==> src/rtl/core/tkti_pkg.sv <==
// ----------------------------------------------------------------------------
// tkti_pkg
// Shared types, constants and the type K lookup table for the thermocouple
// table interpolator.
// ----------------------------------------------------------------------------
package tkti_pkg;

    // default sizing of the table walk
    localparam int DEF_TABLE_POINTS     = 51;
    localparam int DEF_DEGREES_PER_STEP = 10;

    // table geometry
    localparam int TAB_DEPTH = 51;
    localparam int TAB_IDX_W = 6;
    localparam int V_W       = 15;

    // shared divider widths
    localparam int DIV_DVD_W = 32;
    localparam int DIV_DSR_W = 16;
    localparam int DIV_CNT_W = $clog2(DIV_DVD_W);

    // configuration register fields
    localparam int OFFSET_W = 21;
    localparam int GAIN_W   = 16;
    localparam logic [GAIN_W-1:0] GAIN_RESET = GAIN_W'(256);

    // configuration register byte addresses
    typedef enum logic [2:0] {
        REG_OFFSET = 3'h0,
        REG_GAIN   = 3'h4
    } tkti_reg_addr_t;

    // stream field widths
    localparam int MEAS_W = 23;
    localparam int TEMP_OUT_W = 16;

    typedef struct packed {
        logic [OFFSET_W-1:0] offset_uv;
        logic [GAIN_W-1:0]   gain_q8;
    } tkti_cfg_t;

    typedef struct packed {
        logic                 start;
        logic [DIV_DVD_W-1:0] dividend;
        logic [DIV_DSR_W-1:0] divisor;
    } tkti_div_req_t;

    typedef struct packed {
        logic                 done;
        logic                 busy;
        logic [DIV_DVD_W-1:0] quotient;
    } tkti_div_rsp_t;

    // type K emf in microvolts, one point every step from 0 C
    function automatic logic [V_W-1:0] tkti_tab(input logic [TAB_IDX_W-1:0] idx);
        logic [V_W-1:0] val;
        unique case (idx)
            6'd0:  val = 15'd0;
            6'd1:  val = 15'd397;
            6'd2:  val = 15'd798;
            6'd3:  val = 15'd1203;
            6'd4:  val = 15'd1612;
            6'd5:  val = 15'd2023;
            6'd6:  val = 15'd2436;
            6'd7:  val = 15'd2851;
            6'd8:  val = 15'd3267;
            6'd9:  val = 15'd3682;
            6'd10: val = 15'd4096;
            6'd11: val = 15'd4509;
            6'd12: val = 15'd4920;
            6'd13: val = 15'd5328;
            6'd14: val = 15'd5735;
            6'd15: val = 15'd6138;
            6'd16: val = 15'd6540;
            6'd17: val = 15'd6941;
            6'd18: val = 15'd7340;
            6'd19: val = 15'd7739;
            6'd20: val = 15'd8138;
            6'd21: val = 15'd8539;
            6'd22: val = 15'd8940;
            6'd23: val = 15'd9343;
            6'd24: val = 15'd9747;
            6'd25: val = 15'd10153;
            6'd26: val = 15'd10561;
            6'd27: val = 15'd10971;
            6'd28: val = 15'd11382;
            6'd29: val = 15'd11795;
            6'd30: val = 15'd12209;
            6'd31: val = 15'd12624;
            6'd32: val = 15'd13040;
            6'd33: val = 15'd13457;
            6'd34: val = 15'd13874;
            6'd35: val = 15'd14293;
            6'd36: val = 15'd14713;
            6'd37: val = 15'd15133;
            6'd38: val = 15'd15554;
            6'd39: val = 15'd15975;
            6'd40: val = 15'd16397;
            6'd41: val = 15'd16820;
            6'd42: val = 15'd17243;
            6'd43: val = 15'd17667;
            6'd44: val = 15'd18091;
            6'd45: val = 15'd18516;
            6'd46: val = 15'd18941;
            6'd47: val = 15'd19366;
            6'd48: val = 15'd19792;
            6'd49: val = 15'd20218;
            6'd50: val = 15'd20644;
            default: val = 15'd20644;
        endcase
        return val;
    endfunction

endpackage

==> src/rtl/core/tkti_cfg.sv <==
// ----------------------------------------------------------------------------
// tkti_cfg
// Register file for the offset and gain registers behind the APB port.
// ----------------------------------------------------------------------------
module tkti_cfg
    import tkti_pkg::*;
(
    input  logic        clk,
    input  logic        rst_n,
    input  logic        psel,
    input  logic        penable,
    input  logic        pwrite,
    input  logic [2:0]  paddr,
    input  logic [31:0] pwdata,
    output logic [31:0] prdata,
    output logic        pready,
    output tkti_cfg_t   cfg
);

    logic [OFFSET_W-1:0] offset_reg;
    logic [GAIN_W-1:0]   gain_reg;
    logic                wr_en;
    logic [2:0]          reg_addr;

    assign pready   = 1'b1;
    assign wr_en    = psel & penable & pwrite & pready;
    // word aligned register address
    assign reg_addr = {paddr[2], 2'b00};

    // register writes
    always_ff @(posedge clk or negedge rst_n)
    begin
        if (!rst_n)
        begin
            offset_reg <= '0;
            gain_reg   <= GAIN_RESET;
        end
        else if (wr_en)
        begin
            unique case (reg_addr)
                REG_OFFSET: offset_reg <= pwdata[OFFSET_W-1:0];
                REG_GAIN:   gain_reg   <= pwdata[GAIN_W-1:0];
                default:    offset_reg <= offset_reg;
            endcase
        end
    end

    // read mux, offset sign extended
    always_comb
    begin
        unique case (reg_addr)
            REG_OFFSET: prdata = {{(32-OFFSET_W){offset_reg[OFFSET_W-1]}}, offset_reg};
            REG_GAIN:   prdata = {{(32-GAIN_W){1'b0}}, gain_reg};
            default:    prdata = '0;
        endcase
    end

    assign cfg.offset_uv = offset_reg;
    assign cfg.gain_q8   = gain_reg;

endmodule

==> src/rtl/core/tkti_div.sv <==
// ----------------------------------------------------------------------------
// tkti_div
// Shared restoring divider, one quotient bit per cycle.
// ----------------------------------------------------------------------------
module tkti_div
    import tkti_pkg::*;
(
    input  logic          clk,
    input  logic          rst_n,
    input  tkti_div_req_t req,
    output tkti_div_rsp_t rsp
);

    logic                 busy_reg, busy_next;
    logic                 done_reg, done_next;
    logic [DIV_CNT_W-1:0] cnt_reg, cnt_next;
    logic [DIV_DVD_W-1:0] dvd_reg, dvd_next;
    logic [DIV_DSR_W-1:0] dsr_reg, dsr_next;
    logic [DIV_DSR_W-1:0] rem_reg, rem_next;
    logic [DIV_DSR_W:0]   rem_shift;
    logic [DIV_DSR_W:0]   trial;
    logic                 fits;

    // one compare and subtract step
    always_comb
    begin
        rem_shift = {rem_reg, dvd_reg[DIV_DVD_W-1]};
        trial     = rem_shift - {1'b0, dsr_reg};
        fits      = (rem_shift >= {1'b0, dsr_reg});
    end

    // step sequencing
    always_comb
    begin
        busy_next = busy_reg;
        done_next = 1'b0;
        cnt_next  = cnt_reg;
        dvd_next  = dvd_reg;
        dsr_next  = dsr_reg;
        rem_next  = rem_reg;
        if (req.start)
        begin
            busy_next = 1'b1;
            cnt_next  = '0;
            dvd_next  = req.dividend;
            dsr_next  = req.divisor;
            rem_next  = '0;
        end
        else if (busy_reg)
        begin
            rem_next = fits ? trial[DIV_DSR_W-1:0] : rem_shift[DIV_DSR_W-1:0];
            dvd_next = {dvd_reg[DIV_DVD_W-2:0], fits};
            cnt_next = cnt_reg + 1'b1;
            if (cnt_reg == DIV_CNT_W'(DIV_DVD_W - 1))
            begin
                busy_next = 1'b0;
                done_next = 1'b1;
            end
        end
    end

    always_ff @(posedge clk or negedge rst_n)
    begin
        if (!rst_n)
        begin
            busy_reg <= 1'b0;
            done_reg <= 1'b0;
            cnt_reg  <= '0;
        end
        else
        begin
            busy_reg <= busy_next;
            done_reg <= done_next;
            cnt_reg  <= cnt_next;
        end
    end

    always_ff @(posedge clk)
    begin
        dvd_reg <= dvd_next;
        dsr_reg <= dsr_next;
        rem_reg <= rem_next;
    end

    assign rsp.done     = done_reg;
    assign rsp.busy     = busy_reg;
    assign rsp.quotient = dvd_reg;

endmodule

==> src/rtl/core/tkti_seq.sv <==
// ----------------------------------------------------------------------------
// tkti_seq
// Sequencer: offset and gain removal, table search, interpolation and result register.
// ----------------------------------------------------------------------------
module tkti_seq
    import tkti_pkg::*;
#(
    parameter int TABLE_POINTS     = DEF_TABLE_POINTS,
    parameter int DEGREES_PER_STEP = DEF_DEGREES_PER_STEP
)
(
    input  logic                  clk,
    input  logic                  rst_n,
    input  tkti_cfg_t             cfg,
    input  logic                  in_valid,
    output logic                  in_ready,
    input  logic [MEAS_W-1:0]     in_meas,
    output logic                  out_valid,
    input  logic                  out_ready,
    output logic [TEMP_OUT_W-1:0] out_temp,
    output logic                  out_oor,
    output tkti_div_req_t         div_req,
    input  tkti_div_rsp_t         div_rsp
);

    localparam int NPTS     = (TABLE_POINTS < TAB_DEPTH) ? TABLE_POINTS : TAB_DEPTH;
    localparam int IDX_W    = $clog2(NPTS);
    localparam int STEP     = DEGREES_PER_STEP * 100;
    localparam int STEP_W   = $clog2(STEP + 1);
    localparam int PROD_W   = V_W + STEP_W;
    localparam int TEMP_RAW = IDX_W + STEP_W + 1;
    localparam int TEMP_W   = (TEMP_RAW > TEMP_OUT_W + 1) ? TEMP_RAW : TEMP_OUT_W + 1;
    localparam int SUM_W    = MEAS_W + 1;
    localparam logic [IDX_W-1:0] LAST_IDX = IDX_W'(NPTS - 1);
    localparam logic [V_W-1:0]   V_LAST   = tkti_tab(TAB_IDX_W'(NPTS - 1));
    localparam logic [TEMP_W-1:0] MAX_CENTI =
        ((NPTS - 1) * STEP > 65535) ? TEMP_W'(65535) : TEMP_W'((NPTS - 1) * STEP);

    typedef enum logic [3:0] {
        S_IDLE,
        S_PREP,
        S_DIV1,
        S_SEARCH,
        S_LOAD,
        S_MUL,
        S_DIV2,
        S_SUM,
        S_FINISH
    } state_t;

    state_t                  state_reg, state_next;
    logic [SUM_W-1:0]        sum_reg, sum_next;
    logic                    neg_reg, neg_next;
    logic [V_W-1:0]          v_reg, v_next;
    logic [IDX_W-1:0]        idx_reg, idx_next;
    logic [IDX_W-1:0]        probe_reg, probe_next;
    logic [V_W-1:0]          diff_reg, diff_next;
    logic [V_W-1:0]          span_reg, span_next;
    logic [STEP_W-1:0]       frac_reg, frac_next;
    logic [TEMP_OUT_W-1:0]   temp_reg, temp_next;
    logic                    oor_reg, oor_next;
    logic                    out_valid_reg, out_valid_next;
    logic [TEMP_OUT_W-1:0]   out_temp_reg, out_temp_next;
    logic                    out_oor_reg, out_oor_next;

    logic [SUM_W-1:0]        sum_in;
    logic [SUM_W-1:0]        mag;
    logic [IDX_W-1:0]        cand;
    logic                    cand_ok;
    logic [V_W-1:0]          tab_lo;
    logic [V_W-1:0]          tab_hi;
    logic [PROD_W-1:0]       prod;
    logic [TEMP_W-1:0]       base;

    // offset added to the measured sample
    assign sum_in = {in_meas[MEAS_W-1], in_meas}
                  + {{(SUM_W-OFFSET_W){cfg.offset_uv[OFFSET_W-1]}}, cfg.offset_uv};
    assign mag    = sum_reg[SUM_W-1] ? (~sum_reg + 1'b1) : sum_reg;

    // binary search probe
    assign cand    = idx_reg | probe_reg;
    assign cand_ok = ({1'b0, cand} < (IDX_W+1)'(NPTS))
                   && (tkti_tab(TAB_IDX_W'(cand)) <= v_reg);

    // segment ends
    assign tab_lo = tkti_tab(TAB_IDX_W'(idx_reg));
    assign tab_hi = tkti_tab(TAB_IDX_W'(TAB_IDX_W'(idx_reg) + TAB_IDX_W'(1)));

    // interpolation terms
    assign prod = PROD_W'(diff_reg) * PROD_W'(STEP);
    assign base = TEMP_W'(idx_reg) * TEMP_W'(STEP) + TEMP_W'(frac_reg);

    // divider requests
    always_comb
    begin
        div_req.start    = 1'b0;
        div_req.dividend = {mag[DIV_DVD_W-9:0], 8'h00};
        div_req.divisor  = cfg.gain_q8;
        if (state_reg == S_PREP)
        begin
            div_req.start = 1'b1;
        end
        else if (state_reg == S_MUL)
        begin
            div_req.start    = 1'b1;
            div_req.dividend = DIV_DVD_W'(prod);
            div_req.divisor  = DIV_DSR_W'(span_reg);
        end
    end

    // sequencer
    always_comb
    begin
        state_next     = state_reg;
        sum_next       = sum_reg;
        neg_next       = neg_reg;
        v_next         = v_reg;
        idx_next       = idx_reg;
        probe_next     = probe_reg;
        diff_next      = diff_reg;
        span_next      = span_reg;
        frac_next      = frac_reg;
        temp_next      = temp_reg;
        oor_next       = oor_reg;
        out_valid_next = out_valid_reg;
        out_temp_next  = out_temp_reg;
        out_oor_next   = out_oor_reg;

        // result taken downstream
        if (out_valid_reg && out_ready)
        begin
            out_valid_next = 1'b0;
        end

        unique case (state_reg)
            S_IDLE:
            begin
                if (in_valid)
                begin
                    sum_next = sum_in;
                    if (cfg.gain_q8 == '0)
                    begin
                        temp_next  = '0;
                        oor_next   = 1'b1;
                        state_next = S_FINISH;
                    end
                    else
                    begin
                        state_next = S_PREP;
                    end
                end
            end
            S_PREP:
            begin
                neg_next   = sum_reg[SUM_W-1];
                state_next = S_DIV1;
            end
            S_DIV1:
            begin
                if (div_rsp.done)
                begin
                    if ((neg_reg && div_rsp.quotient != '0)
                        || (!neg_reg && div_rsp.quotient > DIV_DVD_W'(V_LAST)))
                    begin
                        temp_next  = '0;
                        oor_next   = 1'b1;
                        state_next = S_FINISH;
                    end
                    else
                    begin
                        v_next     = neg_reg ? '0 : div_rsp.quotient[V_W-1:0];
                        idx_next   = '0;
                        probe_next = {1'b1, {(IDX_W-1){1'b0}}};
                        state_next = S_SEARCH;
                    end
                end
            end
            S_SEARCH:
            begin
                if (cand_ok)
                begin
                    idx_next = cand;
                end
                probe_next = probe_reg >> 1;
                if (probe_reg[0])
                begin
                    state_next = S_LOAD;
                end
            end
            S_LOAD:
            begin
                if (idx_reg == LAST_IDX)
                begin
                    frac_next  = '0;
                    state_next = S_SUM;
                end
                else
                begin
                    diff_next  = v_reg - tab_lo;
                    span_next  = tab_hi - tab_lo;
                    state_next = S_MUL;
                end
            end
            S_MUL:
            begin
                state_next = S_DIV2;
            end
            S_DIV2:
            begin
                if (div_rsp.done)
                begin
                    frac_next  = div_rsp.quotient[STEP_W-1:0];
                    state_next = S_SUM;
                end
            end
            S_SUM:
            begin
                temp_next  = (base > TEMP_W'(65535)) ? '1 : base[TEMP_OUT_W-1:0];
                oor_next   = 1'b0;
                state_next = S_FINISH;
            end
            S_FINISH:
            begin
                if (!out_valid_reg || out_ready)
                begin
                    out_valid_next = 1'b1;
                    out_temp_next  = temp_reg;
                    out_oor_next   = oor_reg;
                    state_next     = S_IDLE;
                end
            end
            default:
            begin
                state_next = S_IDLE;
            end
        endcase
    end

    // state and registered outputs
    always_ff @(posedge clk or negedge rst_n)
    begin
        if (!rst_n)
        begin
            state_reg     <= S_IDLE;
            out_valid_reg <= 1'b0;
        end
        else
        begin
            state_reg     <= state_next;
            out_valid_reg <= out_valid_next;
        end
    end

    // datapath registers
    always_ff @(posedge clk)
    begin
        sum_reg      <= sum_next;
        neg_reg      <= neg_next;
        v_reg        <= v_next;
        idx_reg      <= idx_next;
        probe_reg    <= probe_next;
        diff_reg     <= diff_next;
        span_reg     <= span_next;
        frac_reg     <= frac_next;
        temp_reg     <= temp_next;
        oor_reg      <= oor_next;
        out_temp_reg <= out_temp_next;
        out_oor_reg  <= out_oor_next;
    end

    assign in_ready  = (state_reg == S_IDLE);
    assign out_valid = out_valid_reg;
    assign out_temp  = out_temp_reg;
    assign out_oor   = out_oor_reg;

`ifndef ASSERT_OFF
    // divider only finishes while the sequencer waits for it
    a_div_done_waited: assert property (@(posedge clk) disable iff (!rst_n)
        div_rsp.done |-> (state_reg == S_DIV1 || state_reg == S_DIV2))
        else $error("divider finished outside a wait state");

    // an accepted request closes the input until its result is built
    a_accept_blocks: assert property (@(posedge clk) disable iff (!rst_n)
        (in_valid && in_ready) |=> !in_ready)
        else $error("input still open after a request was taken");

    // out of range results carry zero temperature
    a_oor_zero: assert property (@(posedge clk) disable iff (!rst_n)
        (out_valid && out_oor) |-> (out_temp == '0))
        else $error("out of range result with nonzero temperature");

    // in range results never pass the last table point
    a_temp_bound: assert property (@(posedge clk) disable iff (!rst_n)
        (out_valid && !out_oor) |-> (TEMP_W'(out_temp) <= MAX_CENTI))
        else $error("temperature beyond the table span");
`endif

endmodule

==> src/rtl/core/thermocouple_k_table_interpolate.sv <==
// ----------------------------------------------------------------------------
// thermocouple_k_table_interpolate
// Type K thermocouple linearizer: removes the amplifier offset and gain,
// then interpolates in a 10 degree type K table, result in 0.01 C.
// ----------------------------------------------------------------------------
//  channel   direction  payload
//  s_axis    in         tdata[22:0] measured_uv
//  m_axis    out        tdata[15:0] temperature_centi_c, tuser[0] out_of_range
//  apb       in/out     0x0 input_offset_uv, 0x4 amplifier_gain_q8
//
//  one request takes two passes of the shared 32-step divider (one when the
//  voltage lands on the last table point), a log2(points) step table search
//  and the setup states; zero gain or an out of range voltage ends early.
//  s_axis_tready is high only while the sequencer is idle; a finished result
//  waits in the output register while the next request is taken.
//  reset clears the sequencer, output valid and the registers (gain 1.0).
// ----------------------------------------------------------------------------
module thermocouple_k_table_interpolate
    import tkti_pkg::*;
#(
    parameter int TABLE_POINTS     = DEF_TABLE_POINTS,
    parameter int DEGREES_PER_STEP = DEF_DEGREES_PER_STEP
)
(
    input  logic        clk,
    input  logic        rst_n,
    input  logic        s_axis_tvalid,
    output logic        s_axis_tready,
    input  logic [23:0] s_axis_tdata,   // [22:0] measured_uv, [23] zero
    output logic        m_axis_tvalid,
    input  logic        m_axis_tready,
    output logic [15:0] m_axis_tdata,   // [15:0] temperature_centi_c
    output logic [0:0]  m_axis_tuser,   // [0] out_of_range
    input  logic        psel,
    input  logic        penable,
    input  logic        pwrite,
    input  logic [2:0]  paddr,
    input  logic [31:0] pwdata,
    output logic [31:0] prdata,
    output logic        pready
);

    tkti_cfg_t     cfg;
    tkti_div_req_t div_req;
    tkti_div_rsp_t div_rsp;
    logic          oor;

    // configuration registers
    tkti_cfg u_cfg (
        .clk     (clk),
        .rst_n   (rst_n),
        .psel    (psel),
        .penable (penable),
        .pwrite  (pwrite),
        .paddr   (paddr),
        .pwdata  (pwdata),
        .prdata  (prdata),
        .pready  (pready),
        .cfg     (cfg)
    );

    // shared divider
    tkti_div u_div (
        .clk   (clk),
        .rst_n (rst_n),
        .req   (div_req),
        .rsp   (div_rsp)
    );

    // sequencer and result register
    tkti_seq #(
        .TABLE_POINTS     (TABLE_POINTS),
        .DEGREES_PER_STEP (DEGREES_PER_STEP)
    ) u_seq (
        .clk       (clk),
        .rst_n     (rst_n),
        .cfg       (cfg),
        .in_valid  (s_axis_tvalid),
        .in_ready  (s_axis_tready),
        .in_meas   (s_axis_tdata[MEAS_W-1:0]),
        .out_valid (m_axis_tvalid),
        .out_ready (m_axis_tready),
        .out_temp  (m_axis_tdata),
        .out_oor   (oor),
        .div_req   (div_req),
        .div_rsp   (div_rsp)
    );

    assign m_axis_tuser = oor;

endmodule
==> config.mk <==
export PLATFORM = sky130hd
export DESIGN_NAME = thermocouple_k_table_interpolate
export DESIGN_NICKNAME = d
export VERILOG_FILES = /design/src/rtl/core/tkti_pkg.sv /design/src/rtl/core/tkti_cfg.sv /design/src/rtl/core/tkti_div.sv /design/src/rtl/core/tkti_seq.sv /design/src/rtl/core/thermocouple_k_table_interpolate.sv
export SDC_FILE = /design/constraint.sdc
export NUM_CORES = 1
export LEC_CHECK = 0
export BUFFER_PORTS_ARGS = -buffer_cell sky130_fd_sc_hd__clkbuf_2
export CAP_MARGIN = 0
export CORE_AREA = 2 2 219 221
export DETAILED_ROUTE_END_ITERATION = 8
export DIE_AREA = 0 0 221 223
export GPL_ROUTABILITY_DRIVEN = 0
export GPL_TIMING_DRIVEN = 0
export HOLD_SLACK_MARGIN = 0.05
export PLACE_DENSITY = 0.73
export SKIP_LAST_GASP = 1
export SYNTH_ARGS = -nofsm -noshare
export SYNTH_HDL_FRONTEND = slang
export SYNTH_SLANG_ARGS = --single-unit
==> constraint.sdc <==
create_clock -name clk -period 6.6 [get_ports clk]
set_input_delay 0.99 -clock clk [delete_from_list [all_inputs] [get_ports clk]]
set_output_delay 0.99 -clock clk [all_outputs]
set_load 0.01 [all_outputs]
==> impl_metrics.env, run 1 <==
export IMPL_nets=2705
export IMPL_grt_max_degree=50
export IMPL_die_area_um2=49300
export IMPL_post_drt_via_cell_ratio=5.96
export IMPL_dpl_hpwl_mm=43.9
export IMPL_netlist_area_um2=21000
export IMPL_rrSetupSlack_ps=260
export IMPL_rr_startpoint="u_seq.idx_reg[0]"
export IMPL_holdCritPathClass="input pin to async pin"
export IMPL_drtIter0Drc=2400
export IMPL_finalClockSkew_ps=35.4
export IMPL_syn2layout_area_growth_pct=11.8
export IMPL_yosysTopAreaCell="edfxtp_1"
export IMPL_critPathRequiredTime_ps=7060
export IMPL_cts_tree="yes"
export IMPL_setup_viol=0
export IMPL_ys_flop_type="edfxtp_1"
export IMPL_p_per_area_nw_per_um2=446
export IMPL_synthCells=2222
export IMPL_rows=80
export IMPL_timing_rr_end="u_seq.tab_lo[10]"
export IMPL_ff2ff_path_depth=22
export IMPL_design_portCount=118
export IMPL_synth_avg_cell_area_um2=9.43
export IMPL_status="completed"
export IMPL_synth_edff_count=174
export IMPL_cts_max_level=1
export IMPL_antenna_found_initial=1
export IMPL_hold_violations=0
export IMPL_peakVddDrop_uv=376
export IMPL_drt_wirelength_per_cell_um=19.0
export IMPL_cp_end_kind="flip-flop"
export IMPL_synth_warnings=0
export IMPL_rsz0062_at_grt="no"
export IMPL_tns_ps=0
export IMPL_route_detailed_drc=0
export IMPL_worstSkewPairLatency_ps=600
export IMPL_die_x_um=221
export IMPL_coreArea_um2=47100
export IMPL_cp_data_arrival_time_ps=6800
export IMPL_die_h_um=223
export IMPL_critPathLaunch="u_seq.idx_reg[0]"
export IMPL_initial_utilization_pct=44.4
export IMPL_grt_pass1_wl_mm=91.7
export IMPL_fin_crit_sh_pct=96.1
export IMPL_utilization_pct=49.7
export IMPL_synth_area_top_cells="edfxtp_1, ha_1, fa_1"
export IMPL_clk_pin_slew_ps=60
export IMPL_syn_nets=2569
export IMPL_clock_root_buffer="clkbuf_16"
export IMPL_slew_viol_final=0
export IMPL_fin_crit_ps=6340
export IMPL_vias=17850
export IMPL_synth_seq_area_share_pct=33.8
export IMPL_ys_types=95
export IMPL_dr_pass1_iters=8
export IMPL_maxSlewHeadroom_pct=26.9
export IMPL_grt_overflow=0
export IMPL_maxCapViolCount=0
export IMPL_cts_sinks=254
export IMPL_cp_start_kind="flip-flop"
export IMPL_portBuffers=101
export IMPL_postCtsHoldBufs=0
export IMPL_worstMarginPinSlew_ps=1100
export IMPL_crit_end="u_seq.tab_lo[10]"
export IMPL_routed_wl_mm=56.8
export IMPL_drive_gt1_share_pct=12.6
export IMPL_grtUsageTotal_pct=22.6
export IMPL_fmax_mhz=158
export IMPL_grt_pass1_vias=17399
export IMPL_cts_buffers=28
export IMPL_largest_reg_flops=32
export IMPL_ys_ff_latch=254
export IMPL_cp_max_fo=12
export IMPL_clock_path_buffers=3
export IMPL_critPathKind="flip-flop to flip-flop"
export IMPL_leakagePower_nw=10.1
export IMPL_netlist_area_leader_share_pct=24.9
export IMPL_drtAntennaViolNets=0
export IMPL_async_reset_ff_share_pct=19.3
## worst min path at each step
stage	slack (ps)	startpoint	end
6_report	320	rst_n	u_cfg.offset_reg[20]
5_1_grt	330	rst_n	u_cfg.gain_reg[14]
4_1_cts	420	u_seq.temp_reg[11]	u_seq.out_temp[11]
3_5_place_dp	410	u_seq.temp_reg[11]	u_seq.out_temp[11]
3_3_place_gp	400	u_seq.temp_reg[14]	u_seq.out_temp[14]
2_1_floorplan	400	u_seq.oor_reg	u_seq.out_oor
## final cells by class
type                            count  area, um2
Sequential cell                   254       7070
Multi-Input combinational cell   1651      12600
Clock inverter                     18        292
Inverter                          205        772
Antenna cell                        1       2.50
Clock buffer                       34        807
Fill cell                        4186      23700
Buffer                            111        527
Timing Repair Buffer              107        578
Tap cell                          615        769
## cell usage in the layout, fill, tap and decap left out, types with 70 or more instances in the layout
master / instances
o21ai_0: 148
nor2_1: 155
clkbuf_2: 101
a21oi_1: 171
clkbuf_1: 70
xnor2_1: 87
inv_1: 199
ha_1: 213
nand2_1: 167
edfxtp_1: 174
## critical path: stages (launching register included)
cell	delay, ps
edfxtp_1	600
or2_2	370
clkbuf_1	270
inv_1	350
ha_1	330
nand2_1	150
nand2_1	90
nor2_1	40
a2111oi_0	610
a311oi_1	100
a21oi_1	160
ha_1	280
a21oi_1	140
o21ai_0	120
a2111o_1	480
o211ai_4	380
a22oi_4	180
clkbuf_1	360
ha_1	380
a211oi_1	470
o21ai_1	140
o31ai_1	90
o211ai_1	120
## where the power goes
group	switching, W	leakage, nW	internal [W]	total [W]
Clock	0.000697	0.538	0.00112	0.00181
Combinational	0.00349	7.05	0.00247	0.00596
Sequential	0.000379	2.51	0.00230	0.00268
## metrics by stage
stage          std cells  hold slack, ps  setup WS, ps  power (W)  area [um2]
3_3_place_gp        2938             401         -74.6    0.00830       22200
2_1_floorplan       2222             400          1440    0.00702       21000
5_1_grt             2996             331          53.6     0.0113       23400
4_1_cts             2994             424           259     0.0104       23400
6_report            2996             316           257     0.0105       23400
3_5_place_dp        2941             409          -181    0.00853       22300
## cells by family (layout without fill, tap and decap cells)
kind of cell               Yosys count  count (layout)  share of synthesized area [%]
buffers and inverters              317             475                           6.21
and+or+nand+nor                    574             574                           13.0
other                                1               2                         0.0179
adders and majority gates          281             281                           19.2
muxes                               88              88                           4.60
DFF                                254             254                           33.8
AOI/OAI and AO/OA                  588             588                           18.2
xor gates and xnor gates           119             119                           4.97
## Yosys cell counts (6+ instances only)
cell type / n
o31ai_1: 19
nand4_1: 14
a22oi_1: 6
o211ai_1: 28
edfxtp_1: 174
buf_2: 12
o2111ai_1: 6
nand2_1: 168
o21ai_0: 148
nor3_1: 37
a21boi_0: 6
fa_1: 68
and3_1: 23
clkbuf_1: 71
mux2i_1: 21
xor2_1: 32
mux2_2: 67
or3_1: 14
o41ai_1: 6
a31oi_1: 22
nand3_1: 53
o221ai_1: 8
o22ai_1: 9
xnor2_1: 87
dfxtp_1: 31
nor4_1: 19
dfrtp_1: 48
buf_4: 15
o21a_1: 14
and2_1: 11
buf_1: 9
ha_1: 213
nand2b_1: 13
a22o_1: 8
a21o_1: 20
inv_1: 199
o21bai_1: 12
a211oi_1: 30
a21oi_1: 172
nor2b_1: 36
or2_2: 9
nor2_1: 155
## routing by layer
| layer | part of all wire, % | track usage (%) | wire length, um |
|---|---|---|---|
| met1 | 42 | 30.4 | 23600 |
| met2 | 45 | 36.3 | 25500 |
| met3 | 8.6 | 3.95 | 4880 |
| met4 | 4.9 | 9.31 | 2780 |
| met5 | 0 | 0 | 0 |
## repair_timing
action,CTS,global route
setup buffers,1,0
setup endpoints to repair,6,10
gates resized for setup,0,2
Note: power is estimated with default switching activity, not from simulation.
==> inputs of run 2 (changes only) <==
--- a/config.mk
+++ b/config.mk
@@ -5,7 +5,7 @@
 export SDC_FILE = /design/constraint.sdc
 export NUM_CORES = 1
 export LEC_CHECK = 0
-export BUFFER_PORTS_ARGS = -buffer_cell sky130_fd_sc_hd__clkbuf_2
+export BUFFER_PORTS_ARGS = -buffer_cell sky130_fd_sc_hd__buf_2
 export CAP_MARGIN = 0
 export CORE_AREA = 2 2 219 221
 export DETAILED_ROUTE_END_ITERATION = 8
==> impl_metrics.env, run 2 (synthesized netlist as in run 1, its figures left out) <==
export IMPL_largest_reg_flops=32
export IMPL_cp_max_fo=12
export IMPL_finalPower_w=0.0102
export IMPL_final_cell_mix="ha_1, inv_1, edfxtp_1"
export IMPL_peakVddDrop_uv=351
export IMPL_route_detailed_drc=0
export IMPL_die_area_um2=49300
export IMPL_coreArea_um2=47100
export IMPL_switching_share_pct=44.2
export IMPL_dpl_hpwl_mm=43.6
export IMPL_final_common_cell="ha_1"
export IMPL_die_h_um=223
export IMPL_min_from="u_seq.temp_reg[14]"
export IMPL_syn2layout_area_growth_pct=10.9
export IMPL_p_clk_share_pct=15.5
export IMPL_drtAntennaViolNets=0
export IMPL_post_drt_via_cell_ratio=5.92
export IMPL_p_per_area_nw_per_um2=439
export IMPL_cts_max_level=1
export IMPL_grt_pass1_wl_mm=89.9
export IMPL_worstMarginPinSlew_ps=1210
export IMPL_rr_startpoint="u_seq.idx_reg[0]"
export IMPL_nets=2702
export IMPL_grtUsageTotal_pct=22.2
export IMPL_seqCellArea_um2=7070
export IMPL_die_x_um=221
export IMPL_vias=17740
export IMPL_cts_tree="yes"
export IMPL_dr_pass1_iters=6
export IMPL_grt_pass1_vias=17070
export IMPL_multi_input_area_um2=12600
export IMPL_utilization_pct=49.3
export IMPL_initial_utilization_pct=44.4
export IMPL_rows=80
export IMPL_hold_end="u_seq.out_temp[14]"
export IMPL_drive_gt1_share_pct=12.1
export IMPL_cp_end_kind="flip-flop"
export IMPL_critPathRequiredTime_ps=7060
export IMPL_finalClockSkew_ps=34.3
export IMPL_drt_wirelength_per_cell_um=18.7
export IMPL_rsz0062_at_grt="no"
export IMPL_power_share_combinational_pct=58.2
export IMPL_status="completed"
export IMPL_p_int_w=0.00569
export IMPL_holdPathStages=0
export IMPL_fin_crit_sh_pct=96.3
export IMPL_fmax_mhz=157
export IMPL_holdCritPathClass="flip-flop to flip-flop"
export IMPL_cts_buffers=28
export IMPL_clock_path_buffers=3
export IMPL_antenna_found_initial=4
export IMPL_hold_violations=0
export IMPL_critPathKind="flip-flop to flip-flop"
export IMPL_whs_ps=419
export IMPL_design_portCount=118
export IMPL_leakagePower_nw=9.99
export IMPL_timing_rr_end="u_seq.tab_lo[10]"
export IMPL_power_frac_seq_pct=26.2
export IMPL_fin_crit_ps=6350
export IMPL_n_fill_cell=4222
export IMPL_portBuffers=101
export IMPL_ff2ff_path_depth=22
export IMPL_cp_data_arrival_time_ps=6810
export IMPL_grt_max_degree=50
export IMPL_maxSlewHeadroom_pct=19.1
export IMPL_rrSetupSlack_ps=250
export IMPL_setup_viol=0
export IMPL_worstSkewPairLatency_ps=590
export IMPL_grt_overflow=0
export IMPL_drtIter0Drc=2245
export IMPL_p_sw_w=0.00452
export IMPL_routed_wl_mm=56.0
export IMPL_clk_pin_slew_ps=60
export IMPL_maxCapViolCount=0
export IMPL_clock_root_buffer="clkbuf_16"
export IMPL_cp_start_kind="flip-flop"
export IMPL_slew_viol_final=0
export IMPL_cts_sinks=254
## run 2: per-stage QoR
stage	instances	cell area, um2	setup slack [ps]	setup TNS (ps)
after detailed placement	2941	22300	-158	-344
after global placement	2938	22200	-121	-196
after global routing	2996	23200	55.6	0
after floorplan	2222	21000	1440	0
final	2996	23200	246	0
after CTS	2994	23200	307	0
## run 2: final cells by class
class | instances | share of cell area, %
antenna | 4 | 0.0431
buffer | 110 | 2.25
clock buffer | 37 | 3.25
clock inverter | 15 | 0.792
inverter | 205 | 3.32
multi-input combinational | 1651 | 54.2
sequential | 254 | 30.5
tap | 615 | 3.31
timing repair buffer | 105 | 2.35
## run 2: worst max-delay path by stage
| stage | endpoint | depth (start not counted) | startpoint | slack, ps |
|---|---|---|---|---|
| after detailed placement | u_seq.tab_lo[7] | 21 | u_seq.idx_reg[1] | -160 |
| after global placement | u_seq.tab_lo[7] | 21 | u_seq.idx_reg[1] | -120 |
| after CTS | u_seq.tab_lo[7] | 21 | u_seq.idx_reg[0] | 310 |
| after global routing | u_seq.tab_lo[3] | 21 | u_seq.idx_reg[0] | 60 |
| after floorplan | u_seq.tab_lo[7] | 18 | u_seq.idx_reg[1] | 1440 |
| final | u_seq.tab_lo[10] | 22 | u_seq.idx_reg[0] | 250 |
## run 2: what timing repair did
action,CTS,global route
endpoints found under the setup margin,5,5
resized for setup,0,0
buffers inserted,1,0
hold endpoints to repair,0,0
hold buffers,0,0
pin swaps,0,0
## run 2: power groups by stage
stage / combinational [W] / sequential, W / clock [W]
floorplan: 0.00447 / 0.00256 / 0
detailed placement: 0.00581 / 0.00270 / 0
global placement: 0.00561 / 0.00269 / 0
finish: 0.00594 / 0.00268 / 0.00158
CTS: 0.00588 / 0.00267 / 0.00161
global route: 0.00665 / 0.00273 / 0.00167
## run 2: critical path, stage by stage (launching register included)
cell and delay [ps]:
edfxtp_1 630, or2_2 380, clkbuf_1 260, inv_1 330
ha_1 320, nand2_1 140, nand2_1 90, nor2_1 40
a2111oi_0 600, a311oi_1 100, a21oi_1 150, ha_1 270
a21oi_1 140, o21ai_0 110, a2111o_1 480, o211ai_4 390
a22oi_4 190, clkbuf_1 380, ha_1 400, a211oi_1 480
o21ai_1 150, o31ai_1 100, o211ai_1 120
## run 2: routing by layer
layer / global-route usage [%] / wire, um / vias to the layer above
met5: 0 / 0 / -
met4: 9.35 / 2780 / 0
met3: 3.17 / 4550 / 240
met2: 35.6 / 25000 / 908
met1: 30.1 / 23700 / 8362
li1: - / - / 8230
